===== src/hdl/ffra_pkg.sv =====
// Shared types, codes and defaults for the first-fit range allocator.
package ffra_pkg;

  localparam int MAX_HOLES_DEF = 64;

  typedef enum logic [1:0] {
    CMD_ALLOC  = 2'd0,
    CMD_FREE   = 2'd1,
    CMD_GROW   = 2'd2,
    CMD_REINIT = 2'd3
  } cmd_t;

  typedef enum logic [2:0] {
    ST_OK           = 3'd0,
    ST_NO_FIT       = 3'd1,
    ST_FREE_REFUSED = 3'd2,
    ST_GROW_REFUSED = 3'd3,
    ST_TABLE_FULL   = 3'd4
  } status_t;

  typedef enum logic [3:0] {
    ACT_NONE,
    ACT_ALLOC_TRIM,
    ACT_ALLOC_REMOVE,
    ACT_FREE_BOTH,
    ACT_FREE_LEFT,
    ACT_FREE_RIGHT,
    ACT_FREE_INSERT,
    ACT_GROW_EXTEND,
    ACT_GROW_APPEND,
    ACT_REINIT
  } act_t;

  // broadcast from the sequencer to every cell
  typedef struct packed {
    logic        apply;
    act_t        act;
    cmd_t        cmd;
    logic [31:0] s;
    logic [31:0] n;
    logic [31:0] aux;   // grow: added space, reinit: new capacity
    logic [31:0] cap;   // capacity before the command
  } ctl_t;

  // what a cell shows its neighbors
  typedef struct packed {
    logic [31:0] start;
    logic [31:0] len;
    logic        lt;        // occupied and start below ctl.s
    logic        boundary;  // insertion point of a free
  } nb_t;

  // word handed down the chain, one cell per cycle
  typedef struct packed {
    logic        found;
    logic        a;
    logic        b;
    logic [31:0] value;
    logic [31:0] sum;
    logic [31:0] max;
  } chain_t;

endpackage


===== src/hdl/ffra_cell.sv =====
// One table cell: holds a hole and passes search and statistics words on.
module ffra_cell import ffra_pkg::*; #(
  parameter int N   = MAX_HOLES_DEF,
  parameter int IDX = 0,
  parameter int CW  = $clog2(N + 1)
) (
  input  logic          clk,
  input  ctl_t          ctl,
  input  logic [CW-1:0] count,
  input  nb_t           left_nb,
  input  chain_t        left_ch,
  input  nb_t           right_nb,
  output nb_t           nb,
  output chain_t        ch
);

  logic [31:0] start;
  logic [31:0] len;
  logic occ, occ_l, occ_r, lt, boundary;
  logic hit, ha, hb, cin, first, rfirst;

  assign occ   = CW'(IDX) < count;
  assign occ_r = CW'(IDX + 1) < count;
  assign occ_l = (IDX != 0) && (CW'(IDX) <= count);
  assign lt    = occ && (start < ctl.s);
  assign boundary = ((IDX == 0) || left_nb.lt) && !lt;

  assign nb.start    = start;
  assign nb.len      = len;
  assign nb.lt       = lt;
  assign nb.boundary = boundary;

  always_comb begin
    hit = 1'b0;
    ha  = 1'b0;
    hb  = 1'b0;
    case (ctl.cmd)
      CMD_ALLOC: begin
        hit = occ && (len >= ctl.n);
        ha  = (len == ctl.n);
      end
      CMD_FREE: begin
        hit = boundary;
        ha  = occ_l && (left_nb.start + left_nb.len == ctl.s);
        hb  = occ && (ctl.s + ctl.n == start);
      end
      CMD_GROW: begin
        hit = occ && !occ_r;
        ha  = (start + len == ctl.cap);
      end
      default: ;
    endcase
  end

  assign cin   = left_ch.found;
  assign first = hit && !cin;
  // right neighbor is the insertion point only if nothing matched up to here
  assign rfirst = right_nb.boundary && !ch.found;

  always_ff @(posedge clk) begin
    if (cin) begin
      ch.found <= 1'b1;
      ch.a     <= left_ch.a;
      ch.b     <= left_ch.b;
      ch.value <= left_ch.value;
    end else begin
      ch.found <= hit;
      ch.a     <= ha;
      ch.b     <= hb;
      ch.value <= start;
    end
    ch.sum <= left_ch.sum + (occ ? len : 32'd0);
    ch.max <= (occ && (len > left_ch.max)) ? len : left_ch.max;
  end

  always_ff @(posedge clk) begin
    if (ctl.apply) begin
      case (ctl.act)
        ACT_ALLOC_TRIM: begin
          if (first) begin
            start <= start + ctl.n;
            len   <= len - ctl.n;
          end
        end
        ACT_ALLOC_REMOVE: begin
          if (first || cin) begin
            start <= right_nb.start;
            len   <= right_nb.len;
          end
        end
        ACT_FREE_BOTH: begin
          if (rfirst) begin
            len <= len + ctl.n + right_nb.len;
          end else if (first || cin) begin
            start <= right_nb.start;
            len   <= right_nb.len;
          end
        end
        ACT_FREE_LEFT: begin
          if (rfirst) len <= len + ctl.n;
        end
        ACT_FREE_RIGHT: begin
          if (first) begin
            start <= ctl.s;
            len   <= len + ctl.n;
          end
        end
        ACT_FREE_INSERT: begin
          if (first) begin
            start <= ctl.s;
            len   <= ctl.n;
          end else if (cin) begin
            start <= left_nb.start;
            len   <= left_nb.len;
          end
        end
        ACT_GROW_EXTEND: begin
          if (occ && !occ_r) len <= len + ctl.aux;
        end
        ACT_GROW_APPEND: begin
          if (!occ && ((IDX == 0) || occ_l)) begin
            start <= ctl.cap;
            len   <= ctl.aux;
          end
        end
        ACT_REINIT: begin
          if (IDX == 0) begin
            start <= 32'd0;
            len   <= ctl.aux;
          end
        end
        default: ;
      endcase
    end
  end

endmodule


===== config.mk =====
export PLATFORM = sky130hd
export DESIGN_NAME = ffra_cell
export DESIGN_NICKNAME = d
export VERILOG_FILES = /design/src/hdl/ffra_pkg.sv /design/src/hdl/ffra_cell.sv
export SDC_FILE = /design/constraint.sdc
export NUM_CORES = 1
export LEC_CHECK = 0
export ABC_AREA = 1
export BUFFER_PORTS_ARGS = -buffer_cell sky130_fd_sc_hd__buf_4
export CAP_MARGIN = 5
export CELL_PAD_IN_SITES_DETAIL_PLACEMENT = 1
export CELL_PAD_IN_SITES_GLOBAL_PLACEMENT = 1
export CORE_UTILIZATION = 36
export CTS_CLUSTER_DIAMETER = 50
export DETAILED_ROUTE_END_ITERATION = 16
export GPL_ROUTABILITY_DRIVEN = 0
export PLACE_DENSITY = 0.82
export SLEW_MARGIN = 25
export SYNTH_ARGS = -nofsm -noshare
export SYNTH_HDL_FRONTEND = slang
export SYNTH_SLANG_ARGS = --single-unit

===== constraint.sdc =====
create_clock -name clk -period 5.93 [get_ports clk]
set_input_delay 1.4825 -clock clk [delete_from_list [all_inputs] [get_ports clk]]
set_output_delay 1.4825 -clock clk [all_outputs]
set_load 0.02 [all_outputs]

==> results by group <==
Outcome
  – Status: complete, but fails checks
  – Failing checks: design-rule violations

Logic synthesis
  – Share of the synthesized area in the top cell type: between 10% and 20%
  – Synth area leaders: nand2_1 (16%), ha_1 (15%), inv_1 (8.3%)
  – Number of synthesized flops with an enable pin: 64
  – Seq/Total Area, Yosys: between 15 and 20%
  – Post-Syn Area: between 20000 and 30000 um2
  – Netlist cell types: between 60 and 70
  – Post-synthesis sequential element count: 163
  – Synth Area per Inst: 6.09 um2
  – Ys async rst share: 0%
  – Synth Flop Type: dfxtp_1
  – Syn_nets: slightly below 5k
  – Synthesized netlist cell count: 4267
  – Area leader, netlist: nand2_1
  – Syn. warnings: 0

Clocking
  – CTS tree: done
  – Num Clock Sinks: 163
  – Clk Latency, worst-skew pair: about 0.52 ns
  – Htree depth: 4
  – Longest Clk Path Bufs: 2
  – Number of buffers created by CTS: 17
  – Clock Pin Slew Worst Setup and Hold Paths: 0.09 ns
  – CTS root buf: clkbuf_16
  – Hold-fix buffers, CTS: 0
  – Post-cts sizing count: 0
  – # Post-CTS Setup Buffers: 0

STA
  – Period utilisation layout: between 90 and 100%
  – Slew Limit Fails: 0
  – Final min period: roughly 5.5 ns
  – Final setup viols: 0
  – Count of final hold-check violations: 0
  – Slew HR: between 30% and 40%
  – WHS: approximately 0.74 ns
  – Fin Setup TNS: 0 ns
  – Worst Skew: 0.0197 ns
  – RSZ-0062 raised after global routing: false
  – Worst-Margin Slew: 0.996 ns
  – Fmax: between 150 and 200 MHz

Route
  – Detail Route Antenna Nets: 0
  – Initial DRT Pass Iterations: 12
  – Post-DR vias/cell: about 5.8
  – Drc violations: 4
  – Drt first-iter violations: ~3.2k
  – Routed WL per cell: 24.8 um
  – Post-Route WL: around 140000 um
  – DR vias: 33.4k

Min path
  – Worst min path class: register to register

Setup path
  – Crit path cell chain: buf_4, inv_1, ha_1, or2_0, o21ai_1, inv_1, o21bai_2, nand2_1, o211ai_1, xor2_1, ha_1, a21oi_1, o21ai_0, a21oi_1, o21ai_0, a21oi_1, inv_1, a21oi_1, xor2_1, o21ai_0, nor2_1, nand2_1
  – CP Data Arrival Time: slightly below 6 ns
  – Startpoint types: input port
  – CP max stage delay: approximately 0.34 ns
  – Required time of the critical path: between 6 and 7 ns
  – Critical Path Slowest Stage Cell: ha_1
  – FF-to-FF setup slack: approximately 0.83 ns
  – CP Capture Type: register
  – Top cell by count, worst path: a21oi_1
  – Crit path buf inv count: 4
  – Largest fanout on the critical path: 5
  – Crit path kind: input port to register
  – Top delay family on crit path: compound AO/OA/AOI/OAI gates

Floorplanning
  – Die area: 73300 um2
  – Placeable core region: 71500 um2
  – DIE WIDTH: roughly 270 um
  – Initial core utilization: between 30% and 40%
  – Site row count: between 90 and 100
  – IO Pins: 539
  – Die outline height: around 270 um

Job
  – Max cap viols: 0

Placed design
  – DP Cell Count: 5726
  – HPWL after DPL: between 100000 and 150000 um
  – IO Port Bufs: 535

Pwr
  – Leak pwr: between 0.015 and 0.02 uW
  – Worst vdd ir: between 0.2 and 0.25 mV
  – Pwr dens: 219 nW/um2

Final layout
  – Share of cells above drive strength 1: between 10% and 20%
  – Fin util: about 45%
  – Synth-to-layout area growth: 22.7%
  – Final nets: ~5.5k
  – Final non-filler cell total: about 5.8k

Global routing
  – Pin count of the biggest net entering global routing: 52
  – First-pass GRT wire length: a little over 200000 um
  – Initial antenna violation count: 9
  – GRT Util Overall: between 30% and 40%
  – Vias in the first global route: 32.7k
  – Grt ovf: 0
tightest hold or removal path: cells and delay by family, from the launching register on:
family	cells	cell delay [ns]
simple gates	2	0.15
flops	1	0.57
cells by family (layout without fill, tap and decap cells):
logic type	after synthesis	in the layout	share of synthesized area, %
AND/OR/NAND/NOR	2033	2033	32.6
AO/OA/AOI/OAI	893	893	20.3
buffers and inverters	675	1216	10.3
adder cells (fa/ha/maj)	322	322	15.7
XOR/XNOR	181	181	6.10
flip-flops	163	163	15.0
other	0	4	0
power breakdown:
| group | leakage (uW) | internal [uW] | switching (uW) |
|---|---|---|---|
| combinational | 0.0145 | 1450 | 2780 |
| clock | 0.000300 | 580 | 685 |
| sequential | 0.00143 | 1360 | 140 |
| total | 0.0163 | 3390 | 3600 |
state kept, by name, indices dropped and copies added (netlist names):
register,flops
ch,99
start,32
len,32
final timing paths:
| path | start | to | cells after the start |
|---|---|---|---|
| setup reg to reg | len[5] | len[21] | 22 |
| setup / recovery | ctl[65] | len[22] | 22 |
| hold reg to reg | start[3] | ch[67] | 2 |
| hold / removal | start[3] | ch[67] | 2 |
stage by stage:
stage / total power [uW] / cell area, um2 / setup slack (ns)
final: 6990 / 31900 / 0.386
after global routing: 7360 / 31900 / 0.0409
after CTS: 6870 / 31900 / 0.555
after detailed placement: 5600 / 31300 / 0.0750
after global placement: 5480 / 31300 / 0.238
after floorplan: 4000 / 26000 / 0.787
cells in the final DEF, fill, tap and decap left out, types with 31 or more instances in the layout:
cell type | Yosys | routed
a21oi_1 | 354 | 354
buf_4 | 9 | 601
dfxtp_1 | 99 | 99
edfxtp_1 | 64 | 64
ha_1 | 314 | 314
inv_1 | 577 | 577
nand2_1 | 1106 | 1106
nand3_1 | 260 | 259
nand4_1 | 83 | 83
nor2_1 | 461 | 456
nor3_1 | 47 | 44
o211ai_1 | 38 | 38
o21ai_0 | 256 | 256
o21bai_1 | 31 | 31
xnor2_1 | 59 | 59
xor2_1 | 122 | 122
cell usage after synthesis, types with 38 or more instances:
cell         n
nand2_1   1106
inv_1      577
nor2_1     461
a21oi_1    354
ha_1       314
nand3_1    260
o21ai_0    256
xor2_1     122
dfxtp_1     99
nand4_1     83
edfxtp_1    64
xnor2_1     59
clkbuf_1    48
nor3_1      47
o211ai_1    38
area by class of cell:
type	count	area, um2
Sequential cell	163	3900
Timing Repair Buffer	602	4530
Tap cell	950	1190
Multi-Input combinational cell	3429	19500
Inverter	582	2190
Antenna cell	4	10.0
Clock inverter	15	194
Fill cell	9714	39600
Clock buffer	17	425
routing by layer:
metal,track usage (%),up-vias,routed length (um)
met5,0,-,22
met4,23.2,4,9730
li1,-,15300,-
met3,8.09,489,13400
met1,46.9,16000,57500
met2,59.2,1670,62400
Power figures use the tool's default switching activity.
